==> config.mk <==
export PLATFORM = sky130hd
export DESIGN_NAME = anagram_key_hash_flat
export DESIGN_NICKNAME = d
export VERILOG_FILES = /design/src/rtl/akh_pkg.sv /design/src/rtl/akh_if.sv /design/src/rtl/akh_cell.sv /design/src/rtl/akh_chain.sv /design/src/rtl/akh_mod.sv /design/src/rtl/anagram_key_hash.sv /design/src/flat_wrapper.sv
export SDC_FILE = /design/constraint.sdc
export NUM_CORES = 2
export LEC_CHECK = 0
export BUFFER_PORTS_ARGS = -buffer_cell sky130_fd_sc_hd__buf_2
export CORE_MARGIN = 5
export CORE_UTILIZATION = 57
export CTS_CLUSTER_DIAMETER = 30
export CTS_CLUSTER_SIZE = 28
export DETAILED_ROUTE_END_ITERATION = 10
export PLACE_DENSITY = 0.77
export SYNTH_ARGS = -nofsm -noshare
export SYNTH_HDL_FRONTEND = slang
export SYNTH_SLANG_ARGS = --single-unit
==> constraint.sdc <==
create_clock -name clk_i -period 6.6 [get_ports clk_i]
set_input_delay 0.99 -clock clk_i [delete_from_list [all_inputs] [get_ports clk_i]]
set_output_delay 0.99 -clock clk_i [all_outputs]
set_load 0.005 [all_outputs]
==> src/rtl/akh_pkg.sv <==
// Package: widths, constants and shared types of the anagram key hash block.
package akh_pkg;

  localparam int MaxLen     = 32;
  localparam int CharW      = 7;
  localparam int CntW       = $clog2(MaxLen + 1);
  localparam int HashW      = 32;
  localparam int StepW      = $clog2(HashW);
  localparam int TsW        = 17;
  localparam int BucketW    = 16;
  localparam int HashBase   = 29;
  localparam int LetterBase = 97;
  localparam int TsReset    = 1024;
  localparam int TsMax      = 65536;

  typedef enum logic [1:0] {
    CMD_HOLD   = 2'd0,
    CMD_INSERT = 2'd1,
    CMD_SHIFT  = 2'd2
  } cell_cmd_e;

  typedef struct packed {
    cell_cmd_e          cmd;
    logic [CharW-1:0]   ch;
    logic [CntW-1:0]    count;
  } chain_ctrl_t;

endpackage

==> src/rtl/akh_if.sv <==
// Interfaces: character input stream, result stream and table size write channel.
interface akh_in_if import akh_pkg::*; ();
  logic             valid;
  logic             ready;
  logic [CharW-1:0] character;
  logic             last;
  modport source(output valid, character, last, input ready);
  modport sink(input valid, character, last, output ready);
endinterface

interface akh_out_if import akh_pkg::*; ();
  logic               valid;
  logic               ready;
  logic [BucketW-1:0] bucket;
  logic               too_long;
  modport source(output valid, bucket, too_long, input ready);
  modport sink(input valid, bucket, too_long, output ready);
endinterface

interface akh_cfg_if import akh_pkg::*; ();
  logic           valid;
  logic           ready;
  logic [TsW-1:0] data;
  modport source(output valid, data, input ready);
  modport sink(input valid, data, output ready);
endinterface

==> src/rtl/akh_cell.sv <==
// One cell of the sorted character row: holds one character, inserts or shifts.
module akh_cell import akh_pkg::*; (
  input  logic             clk_i,
  input  cell_cmd_e        cmd_i,
  input  logic [CharW-1:0] ch_i,
  input  logic             occ_i,
  input  logic             at_end_i,
  input  logic             left_gt_i,
  input  logic [CharW-1:0] left_val_i,
  input  logic [CharW-1:0] right_val_i,
  output logic [CharW-1:0] val_o,
  output logic             gt_o
);

  logic [CharW-1:0] val_q, val_d;

  assign gt_o  = occ_i && (val_q > ch_i);
  assign val_o = val_q;

  always_comb begin
    val_d = val_q;
    unique case (cmd_i)
      CMD_INSERT: begin
        // left neighbor is larger: everything from here up moves one place right
        if (left_gt_i) begin
          val_d = left_val_i;
        end else if (gt_o || at_end_i) begin
          val_d = ch_i;
        end
      end
      CMD_SHIFT: val_d = right_val_i;
      default:   val_d = val_q;
    endcase
  end

  always_ff @(posedge clk_i) begin
    val_q <= val_d;
  end

endmodule

==> src/rtl/akh_chain.sv <==
// Row of character cells kept in ascending order; cell 0 is the head.
module akh_chain import akh_pkg::*; (
  input  logic             clk_i,
  input  chain_ctrl_t      ctrl_i,
  output logic [CharW-1:0] head_o
);

  logic [CharW-1:0] val [MaxLen];
  logic             gt  [MaxLen];

  for (genvar i = 0; i < MaxLen; i++) begin : g_cell
    logic [CharW-1:0] left_val, right_val;
    logic             left_gt;

    if (i == 0) begin : g_first
      assign left_val = '0;
      assign left_gt  = 1'b0;
    end else begin : g_mid
      assign left_val = val[i-1];
      assign left_gt  = gt[i-1];
    end

    if (i == MaxLen - 1) begin : g_tail
      assign right_val = '0;
    end else begin : g_body
      assign right_val = val[i+1];
    end

    akh_cell u_cell (
      .clk_i      (clk_i),
      .cmd_i      (ctrl_i.cmd),
      .ch_i       (ctrl_i.ch),
      .occ_i      (CntW'(i) < ctrl_i.count),
      .at_end_i   (CntW'(i) == ctrl_i.count),
      .left_gt_i  (left_gt),
      .left_val_i (left_val),
      .right_val_i(right_val),
      .val_o      (val[i]),
      .gt_o       (gt[i])
    );
  end

  assign head_o = val[0];

endmodule

==> src/rtl/akh_mod.sv <==
// Restoring remainder unit: 32-bit dividend modulo a 17-bit divisor, one bit a cycle.
module akh_mod import akh_pkg::*; (
  input  logic               clk_i,
  input  logic               rst_ni,
  input  logic               start_i,
  input  logic [HashW-1:0]   dividend_i,
  input  logic [TsW-1:0]     divisor_i,
  output logic               done_o,
  output logic [BucketW-1:0] rem_o
);

  logic               busy_q, busy_d;
  logic               done_q, done_d;
  logic [StepW-1:0]   cnt_q, cnt_d;
  logic [HashW-1:0]   dvd_q, dvd_d;
  logic [TsW-1:0]     dsr_q, dsr_d;
  logic [BucketW-1:0] r_q, r_d;
  logic [TsW-1:0]     r_shift, r_sub;

  // remainder stays below divisor <= 2^16, so the shifted value fits in TsW bits
  assign r_shift = {r_q, dvd_q[HashW-1]};
  assign r_sub   = (r_shift >= dsr_q) ? (r_shift - dsr_q) : r_shift;

  always_comb begin
    busy_d = busy_q;
    done_d = 1'b0;
    cnt_d  = cnt_q;
    dvd_d  = dvd_q;
    dsr_d  = dsr_q;
    r_d    = r_q;
    if (start_i) begin
      busy_d = 1'b1;
      cnt_d  = '0;
      dvd_d  = dividend_i;
      dsr_d  = divisor_i;
      r_d    = '0;
    end else if (busy_q) begin
      dvd_d = {dvd_q[HashW-2:0], 1'b0};
      r_d   = r_sub[BucketW-1:0];
      cnt_d = cnt_q + StepW'(1);
      if (cnt_q == StepW'(HashW - 1)) begin
        busy_d = 1'b0;
        done_d = 1'b1;
      end
    end
  end

  always_ff @(posedge clk_i or negedge rst_ni) begin
    if (!rst_ni) begin
      busy_q <= 1'b0;
      done_q <= 1'b0;
      cnt_q  <= '0;
    end else begin
      busy_q <= busy_d;
      done_q <= done_d;
      cnt_q  <= cnt_d;
    end
  end

  always_ff @(posedge clk_i) begin
    dvd_q <= dvd_d;
    dsr_q <= dsr_d;
    r_q   <= r_d;
  end

  assign done_o = done_q;
  assign rem_o  = r_q;

endmodule

==> src/rtl/anagram_key_hash.sv <==
// Anagram key hash: one character per transfer is inserted into a sorted cell row.
// The character marked last is inserted, then the row shifts out through the
// multiply-accumulate, one stored character per cycle (at most 32 stored), then the
// bit-serial remainder unit runs its 32 steps and raises its done flag, and the result
// register loads last: the marked character holds off the next input transfer until
// that load, which waits while an earlier result still waits on out_o.ready.
// Words longer than 32 characters keep the first 32 and report too_long. A table
// size of 0 acts as 1, and sizes above 65536 act as 65536.
module anagram_key_hash import akh_pkg::*; (
  input  logic  clk_i,
  input  logic  rst_ni,
  akh_in_if.sink    in_i,
  akh_out_if.source out_o,
  akh_cfg_if.sink   cfg_i
);

  typedef enum logic [3:0] {
    S_IDLE = 4'b0001,
    S_WALK = 4'b0010,
    S_DIV  = 4'b0100,
    S_EMIT = 4'b1000
  } state_e;

  state_e             state_q, state_d;
  logic [CntW-1:0]    count_q, count_d;
  logic [CntW-1:0]    rem_q, rem_d;
  logic               ovf_q, ovf_d;
  logic               tl_q, tl_d;
  logic [TsW-1:0]     ts_q;
  logic [TsW-1:0]     ts_eff;
  logic [HashW-1:0]   h_q, h_d;
  logic [HashW-1:0]   pow_q, pow_d;
  logic               out_vld_q, out_vld_d;
  logic [BucketW-1:0] bucket_q;
  logic               too_long_q;
  logic               in_xfer, full, out_free, load_out;
  logic               mod_start, mod_done;
  logic [BucketW-1:0] mod_rem;
  logic [CharW-1:0]   head;
  logic signed [CharW:0] diff_s;
  logic [HashW-1:0]   diff_ext, term;
  chain_ctrl_t        ctrl;

  assign in_i.ready  = (state_q == S_IDLE);
  assign in_xfer     = in_i.valid && in_i.ready;
  assign full        = (count_q == CntW'(MaxLen));
  assign cfg_i.ready = 1'b1;

  always_comb begin
    if (ts_q == '0) begin
      ts_eff = TsW'(1);
    end else if (ts_q > TsW'(TsMax)) begin
      ts_eff = TsW'(TsMax);
    end else begin
      ts_eff = ts_q;
    end
  end

  // head character minus 'a', sign-extended: wraps modulo 2^32 like the sum
  assign diff_s   = $signed({1'b0, head}) - $signed((CharW+1)'(LetterBase));
  assign diff_ext = HashW'(diff_s);
  assign term     = diff_ext * pow_q;

  always_comb begin
    ctrl.ch    = in_i.character;
    ctrl.count = count_q;
    ctrl.cmd   = CMD_HOLD;
    if (in_xfer && !full) begin
      ctrl.cmd = CMD_INSERT;
    end else if (state_q == S_WALK) begin
      ctrl.cmd = CMD_SHIFT;
    end
  end

  akh_chain u_chain (
    .clk_i (clk_i),
    .ctrl_i(ctrl),
    .head_o(head)
  );

  assign mod_start = (state_q == S_WALK) && (rem_q == CntW'(1));

  akh_mod u_mod (
    .clk_i     (clk_i),
    .rst_ni    (rst_ni),
    .start_i   (mod_start),
    .dividend_i(h_d),
    .divisor_i (ts_eff),
    .done_o    (mod_done),
    .rem_o     (mod_rem)
  );

  assign out_free = !out_vld_q || out_o.ready;
  assign load_out = (state_q == S_EMIT) && out_free;

  always_comb begin
    state_d   = state_q;
    count_d   = count_q;
    rem_d     = rem_q;
    ovf_d     = ovf_q;
    tl_d      = tl_q;
    h_d       = h_q;
    pow_d     = pow_q;
    out_vld_d = out_vld_q;
    if (out_vld_q && out_o.ready) begin
      out_vld_d = 1'b0;
    end
    unique case (state_q)
      S_IDLE: begin
        if (in_xfer) begin
          if (full) begin
            ovf_d = 1'b1;
          end else begin
            count_d = count_q + CntW'(1);
          end
          if (in_i.last) begin
            rem_d   = full ? count_q : count_q + CntW'(1);
            tl_d    = ovf_q || full;
            ovf_d   = 1'b0;
            count_d = '0;
            h_d     = '0;
            pow_d   = HashW'(1);
            state_d = S_WALK;
          end
        end
      end
      S_WALK: begin
        h_d   = h_q + term;
        pow_d = pow_q * HashW'(HashBase);
        rem_d = rem_q - CntW'(1);
        if (rem_q == CntW'(1)) begin
          state_d = S_DIV;
        end
      end
      S_DIV: begin
        if (mod_done) begin
          state_d = S_EMIT;
        end
      end
      S_EMIT: begin
        if (out_free) begin
          out_vld_d = 1'b1;
          state_d   = S_IDLE;
        end
      end
      default: state_d = S_IDLE;
    endcase
  end

  always_ff @(posedge clk_i or negedge rst_ni) begin
    if (!rst_ni) begin
      state_q   <= S_IDLE;
      count_q   <= '0;
      rem_q     <= '0;
      ovf_q     <= 1'b0;
      tl_q      <= 1'b0;
      out_vld_q <= 1'b0;
      ts_q      <= TsW'(TsReset);
    end else begin
      state_q   <= state_d;
      count_q   <= count_d;
      rem_q     <= rem_d;
      ovf_q     <= ovf_d;
      tl_q      <= tl_d;
      out_vld_q <= out_vld_d;
      if (cfg_i.valid) begin
        ts_q <= cfg_i.data;
      end
    end
  end

  always_ff @(posedge clk_i) begin
    h_q   <= h_d;
    pow_q <= pow_d;
    if (load_out) begin
      bucket_q   <= mod_rem;
      too_long_q <= tl_q;
    end
  end

  assign out_o.valid    = out_vld_q;
  assign out_o.bucket   = bucket_q;
  assign out_o.too_long = too_long_q;

  a_count_bound: assert property (@(posedge clk_i) disable iff (!rst_ni)
    count_q <= CntW'(MaxLen))
    else $error("stored character count beyond row length");

  a_last_walks: assert property (@(posedge clk_i) disable iff (!rst_ni)
    (in_xfer && in_i.last) |=> (state_q == S_WALK) && (rem_q != '0) && (count_q == '0))
    else $error("marked character did not start the walk");

  a_walk_nonzero: assert property (@(posedge clk_i) disable iff (!rst_ni)
    (state_q == S_WALK) |-> (rem_q != '0))
    else $error("walk with no characters left");

  a_rem_range: assert property (@(posedge clk_i) disable iff (!rst_ni)
    mod_done |-> ({1'b0, mod_rem} < ts_eff))
    else $error("remainder not below table size");

  // 32 steps, then the done flag registers in the cycle after the last step
  a_div_ends: assert property (@(posedge clk_i) disable iff (!rst_ni)
    mod_start |=> ##32 mod_done)
    else $error("remainder unit did not finish on time");

endmodule

==> src/flat_wrapper.sv <==
// flat-port wrapper written by rule: the top's interface ports become plain ports
module anagram_key_hash_flat import akh_pkg::*;
  (clk_i, rst_ni, in_i_valid, in_i_character, in_i_last, in_i_ready, out_o_valid, out_o_bucket, out_o_too_long, out_o_ready, cfg_i_valid, cfg_i_data, cfg_i_ready);
  akh_in_if in_i_i ();
  akh_out_if out_o_i ();
  akh_cfg_if cfg_i_i ();
  input  logic clk_i;
  input  logic rst_ni;
  input wire logic [$bits(in_i_i.valid)-1:0] in_i_valid;
  input wire logic [$bits(in_i_i.character)-1:0] in_i_character;
  input wire logic [$bits(in_i_i.last)-1:0] in_i_last;
  output wire logic [$bits(in_i_i.ready)-1:0] in_i_ready;
  output wire logic [$bits(out_o_i.valid)-1:0] out_o_valid;
  output wire logic [$bits(out_o_i.bucket)-1:0] out_o_bucket;
  output wire logic [$bits(out_o_i.too_long)-1:0] out_o_too_long;
  input wire logic [$bits(out_o_i.ready)-1:0] out_o_ready;
  input wire logic [$bits(cfg_i_i.valid)-1:0] cfg_i_valid;
  input wire logic [$bits(cfg_i_i.data)-1:0] cfg_i_data;
  output wire logic [$bits(cfg_i_i.ready)-1:0] cfg_i_ready;
  assign in_i_i.valid = in_i_valid;
  assign in_i_i.character = in_i_character;
  assign in_i_i.last = in_i_last;
  assign in_i_ready = in_i_i.ready;
  assign out_o_valid = out_o_i.valid;
  assign out_o_bucket = out_o_i.bucket;
  assign out_o_too_long = out_o_i.too_long;
  assign out_o_i.ready = out_o_ready;
  assign cfg_i_i.valid = cfg_i_valid;
  assign cfg_i_i.data = cfg_i_data;
  assign cfg_i_ready = cfg_i_i.ready;
  anagram_key_hash u_core (.clk_i(clk_i), .rst_ni(rst_ni), .in_i(in_i_i), .out_o(out_o_i), .cfg_i(cfg_i_i));
endmodule
==> run summary <==
In this run the count of I/O pins placed on the die edge is 50. The first routing iteration left 3305 violations. For the number of fillers in the final layout, the log shows 4697. Of the available clock period, the critical path in the final layout requires 97.82%.

The mean routed wirelength per cell was 21.52 µm; the number of clock sinks was 411. The sequential cells in the finished layout cover a total of 11650 µm². The endpoint class of the critical path was a flip-flop. The tools report the initial antenna violation count as 0. Global routing used 28.94% of the available tracks across all layers.

In this run the mean area of a mapped cell was 9.755 µm². Summing the sequential cell areas from Yosys gives 32.18% of the chip area. Headroom to the max-slew limit came out at 19.99%.

The post-route netlist has 11.14% of its cells at a drive strength greater than 1. Detailed placement ended at an HPWL of 69.20 mm. The run gives 0 as the post-route antenna net violation count. In this run the number of H-tree levels came out at 3. Clock tree synthesis selected as its root buffer the cell sky130_fd_sc_hd__clkbuf_16. TritonCTS built the clock tree. The number of clock buffers added by TritonCTS is 103. Across the run, the number of max-cap violations was 0.

In this run the vertical extent of the chip is 262.0 µm. The routed design could run at a clock period as short as 6.456 ns. In the synthesized netlist the dominant register cell turns out to be sky130_fd_sc_hd__edfxtp_1. The die covers 68650 µm². Summing every instance area after synthesis gives 36200 µm².

Number of endpoints with negative hold slack in the final report: 0. Along the worst path, the maximum fanout reaches 4. Relative to the synthesized area, the layout overhead comes to 15.35%. The count of state elements after synthesis came out at 411.

At the later pin of the worst-skew pair, clock insertion delay measures 0.65 ns. The final max-slew violation count is 0, and the length of the first detailed-routing pass in iterations is 6. For the pin with the worst max-slew slack, the measured transition is 1.197 ns. The floorplan step defined a core boundary enclosing 62970 µm². Port buffering added 48 buffers. The number of vias in the routed layout was 29790.

The clock arrives with 0.03085 ns of skew. The repair_antennas step left the layout with diodes totalling 0. After global routing the overflow that remains totals 0. The count of cell types in the netlist is 85. The upper clock frequency limit was 0.1549 GHz; the number of synthesized flops with an enable pin was 320.

For the number of buffers on the longest clock path, the log shows 3. The net count of the finished layout is 4406. The initial utilization of the core area, before any placement, comes to 57.49%. For this run, the number of Yosys warnings is 0. The global-route wire length before repair is 159.8 mm. STA classifies the critical path startpoint as a flip-flop.

The footprint of the multi-input gates was 22670 µm²; the share of async-settable or async-resettable flops after synthesis was 10.46%. After detailed routing, the number of remaining DRC violations is 0. For the worst setup path, the data required time is 6.99 ns. Summing all placed instances gives a cell area of 37430 µm². Horizontal die dimension: 262.0 µm.

The overall routed net length came out at 101.1 mm. Hold repair after CTS inserted 0 buffers. Gate count after technology mapping: 3711. The critical setup path kind was reg2reg. The path class of the tightest hold or removal check is reg2reg.

The tools report the final setup violation count as 0. The floorplan has 92 rows. The number of global-route vias before repair came out at 29930. The flow ran to the end, and the final reports show no timing, DRC or antenna violations. Clock-pin slew was measured on the worst setup and hold paths at 0.05 ns.

The number of vias per cell after detailed routing is 6.343. Entering global routing, the biggest net connects 103 pins. Summing all non-filler instances in the final layout gives an area of 41760 µm². Routability-driven placement finished with a final weighted congestion of 0.9204.

Data on the critical path arrives at its endpoint at 6.85 ns.
## cells in the final DEF (no fill, tap or decap), types with 48 or more instances in the layout
cell and n:
sky130_fd_sc_hd__inv_1 377, sky130_fd_sc_hd__o21ai_0 142, sky130_fd_sc_hd__o211ai_1 118, sky130_fd_sc_hd__fa_1 237
sky130_fd_sc_hd__edfxtp_1 320, sky130_fd_sc_hd__o2111ai_1 134, sky130_fd_sc_hd__mux2i_1 64, sky130_fd_sc_hd__dfxtp_1 48
sky130_fd_sc_hd__nor2_1 252, sky130_fd_sc_hd__and2_1 70, sky130_fd_sc_hd__ha_1 360, sky130_fd_sc_hd__buf_4 83
sky130_fd_sc_hd__o21ai_1 48, sky130_fd_sc_hd__a21o_1 48, sky130_fd_sc_hd__buf_2 48, sky130_fd_sc_hd__o21a_1 151
sky130_fd_sc_hd__nor2b_1 48, sky130_fd_sc_hd__a21oi_1 148, sky130_fd_sc_hd__clkbuf_16 105, sky130_fd_sc_hd__nand2_1 340
sky130_fd_sc_hd__nand3_1 59
## layout make-up
type | instances | share of cell area, %
clock inverter | 81 | 2.972
multi-input combinational | 2716 | 54.29
sequential | 411 | 27.90
clock buffer | 112 | 6.301
inverter | 391 | 3.524
timing repair buffer | 140 | 2.481
tap | 846 | 2.535
## worst max-delay path, stage by stage (launching register included)
cell and delay, ns:
sky130_fd_sc_hd__edfxtp_1 0.40, sky130_fd_sc_hd__inv_2 0.08, sky130_fd_sc_hd__ha_2 0.18, sky130_fd_sc_hd__buf_4 0.14, sky130_fd_sc_hd__nor3b_4 0.28, sky130_fd_sc_hd__xnor2_4 0.24, sky130_fd_sc_hd__clkbuf_16 0.22, sky130_fd_sc_hd__buf_4 0.11
sky130_fd_sc_hd__nor2_2 0.03, sky130_fd_sc_hd__fa_1 0.51, sky130_fd_sc_hd__fa_1 0.44, sky130_fd_sc_hd__fa_1 0.52, sky130_fd_sc_hd__fa_1 0.43, sky130_fd_sc_hd__ha_1 0.31, sky130_fd_sc_hd__ha_2 0.21, sky130_fd_sc_hd__or3_1 0.40
sky130_fd_sc_hd__or3_4 0.36, sky130_fd_sc_hd__o211ai_1 0.31, sky130_fd_sc_hd__a21oi_1 0.19, sky130_fd_sc_hd__o21a_1 0.24, sky130_fd_sc_hd__o21a_1 0.22, sky130_fd_sc_hd__nor4_2 0.30, sky130_fd_sc_hd__nor3_1 0.09
## sequential cells by signal, indices dropped and copies added, names as in the netlist, 4 cells and up
signal                              flops
u_core.u_chain.g_cell.u_cell.val_o    224
u_core.h_q                             32
u_core.u_mod.dvd_q                     32
u_core.pow_q                           30
u_core.ts_q                            17
u_core.u_mod.dsr_q                     17
u_core.out_o.bucket                    16
u_core.u_mod.rem_o                     16
u_core.count_q                          6
u_core.rem_q                            6
u_core.u_mod.cnt_q                      5
u_core.state_q                          4
## per-layer routing
layer	wire length, µm	global-route usage, %	share of wire [%]
met1	40520	38.52	40
met3	9099	5.861	9.0
met5	0	0.07123	0
met4	4165	11.91	4.1
met2	47280	46.71	47
## path summary, 6_finish.rpt
kind                                     endpoint                                startpoint  slack, ns  cells past startpoint
setup / recovery           u_core.u_mod.dvd_q[20]  u_core.u_chain.g_cell[0].u_cell.val_o[0]       0.14                     22
hold / removal              u_core.out_o.too_long                               u_core.tl_q       0.44                      0
setup reg to reg           u_core.u_mod.dvd_q[20]  u_core.u_chain.g_cell[0].u_cell.val_o[0]       0.14                     22
hold reg to reg             u_core.out_o.too_long                               u_core.tl_q       0.44                      0
max in group asynchronous   u_core.u_mod.cnt_q[1]                                    rst_ni       5.52                      1
min in group asynchronous         u_core.ts_q[12]                                    rst_ni       0.50                      1
## per-stage QoR
stage                     setup TNS [ns]  worst slack [ns]  instances  utilization (%)  hold slack [ns]
after detailed placement         -0.3721           -0.1339       4490            59.45           0.4569
after global placement           -0.4054           -0.1575       4490            59.45           0.4464
after global routing             -0.1471          -0.04376       4697            66.32           0.4478
after floorplan                        0          0.003292       3717                -           0.4248
after CTS                              0           0.05250       4683            65.64           0.4482
final                                  0            0.1437       4697            66.32           0.4444
## repair_timing
action | CTS | global route
pin swaps | 0 | 32
resized for setup | 4 | 53
buffers inserted | 0 | 12
hold endpoints to repair | 0 | 0
gates cloned | 0 | 2
setup endpoints to repair | 9 | 20
## logic make-up after synthesis
group	synth area share [%]
AOI/OAI and AO/OA	18.56
and+or+nand+nor	12.22
adders and majority gates	26.12
buffers and inverters	6.194
DFF	32.18
muxes	2.827
xor gates and xnor gates	1.877
other	0.02075
## synth_stat cells, types with 10 or more instances
cell | n | share of area [%]
sky130_fd_sc_hd__xor2_1 | 27 | 0.65
sky130_fd_sc_hd__a21oi_1 | 149 | 2.1
sky130_fd_sc_hd__o2111ai_1 | 134 | 3.2
sky130_fd_sc_hd__o21ai_0 | 145 | 2.0
sky130_fd_sc_hd__fa_1 | 238 | 13
sky130_fd_sc_hd__nor4_1 | 10 | 0.17
sky130_fd_sc_hd__or3_1 | 11 | 0.19
sky130_fd_sc_hd__nor3b_1 | 10 | 0.21
sky130_fd_sc_hd__buf_1 | 32 | 0.33
sky130_fd_sc_hd__nand4_1 | 42 | 0.73
sky130_fd_sc_hd__dfrtp_1 | 41 | 2.8
sky130_fd_sc_hd__o21bai_1 | 15 | 0.31
sky130_fd_sc_hd__o21a_1 | 151 | 3.1
sky130_fd_sc_hd__mux2_2 | 34 | 1.1
sky130_fd_sc_hd__o211ai_1 | 118 | 2.4
sky130_fd_sc_hd__o22ai_1 | 28 | 0.48
sky130_fd_sc_hd__nor2b_1 | 48 | 0.83
sky130_fd_sc_hd__nand2b_1 | 35 | 0.60
sky130_fd_sc_hd__inv_1 | 387 | 4.0
sky130_fd_sc_hd__and2_1 | 70 | 1.2
sky130_fd_sc_hd__nand3_1 | 59 | 0.82
sky130_fd_sc_hd__a211oi_1 | 12 | 0.25
sky130_fd_sc_hd__xnor2_1 | 48 | 1.2
sky130_fd_sc_hd__mux2i_1 | 64 | 1.8
sky130_fd_sc_hd__a21o_1 | 48 | 1.0
sky130_fd_sc_hd__edfxtp_1 | 320 | 27
sky130_fd_sc_hd__a41oi_1 | 16 | 0.39
sky130_fd_sc_hd__ha_1 | 375 | 13
sky130_fd_sc_hd__nor3_1 | 28 | 0.39
sky130_fd_sc_hd__nor2_1 | 255 | 2.6
sky130_fd_sc_hd__o21ai_1 | 46 | 0.64
sky130_fd_sc_hd__clkbuf_1 | 152 | 1.6
sky130_fd_sc_hd__o221ai_1 | 20 | 0.48
sky130_fd_sc_hd__dfxtp_1 | 48 | 2.7
sky130_fd_sc_hd__nand2_1 | 341 | 3.5
sky130_fd_sc_hd__a31oi_1 | 31 | 0.54
Power is not shown: default switching activity piles up to over one toggle a cycle in this logic, so the estimate is an artifact.
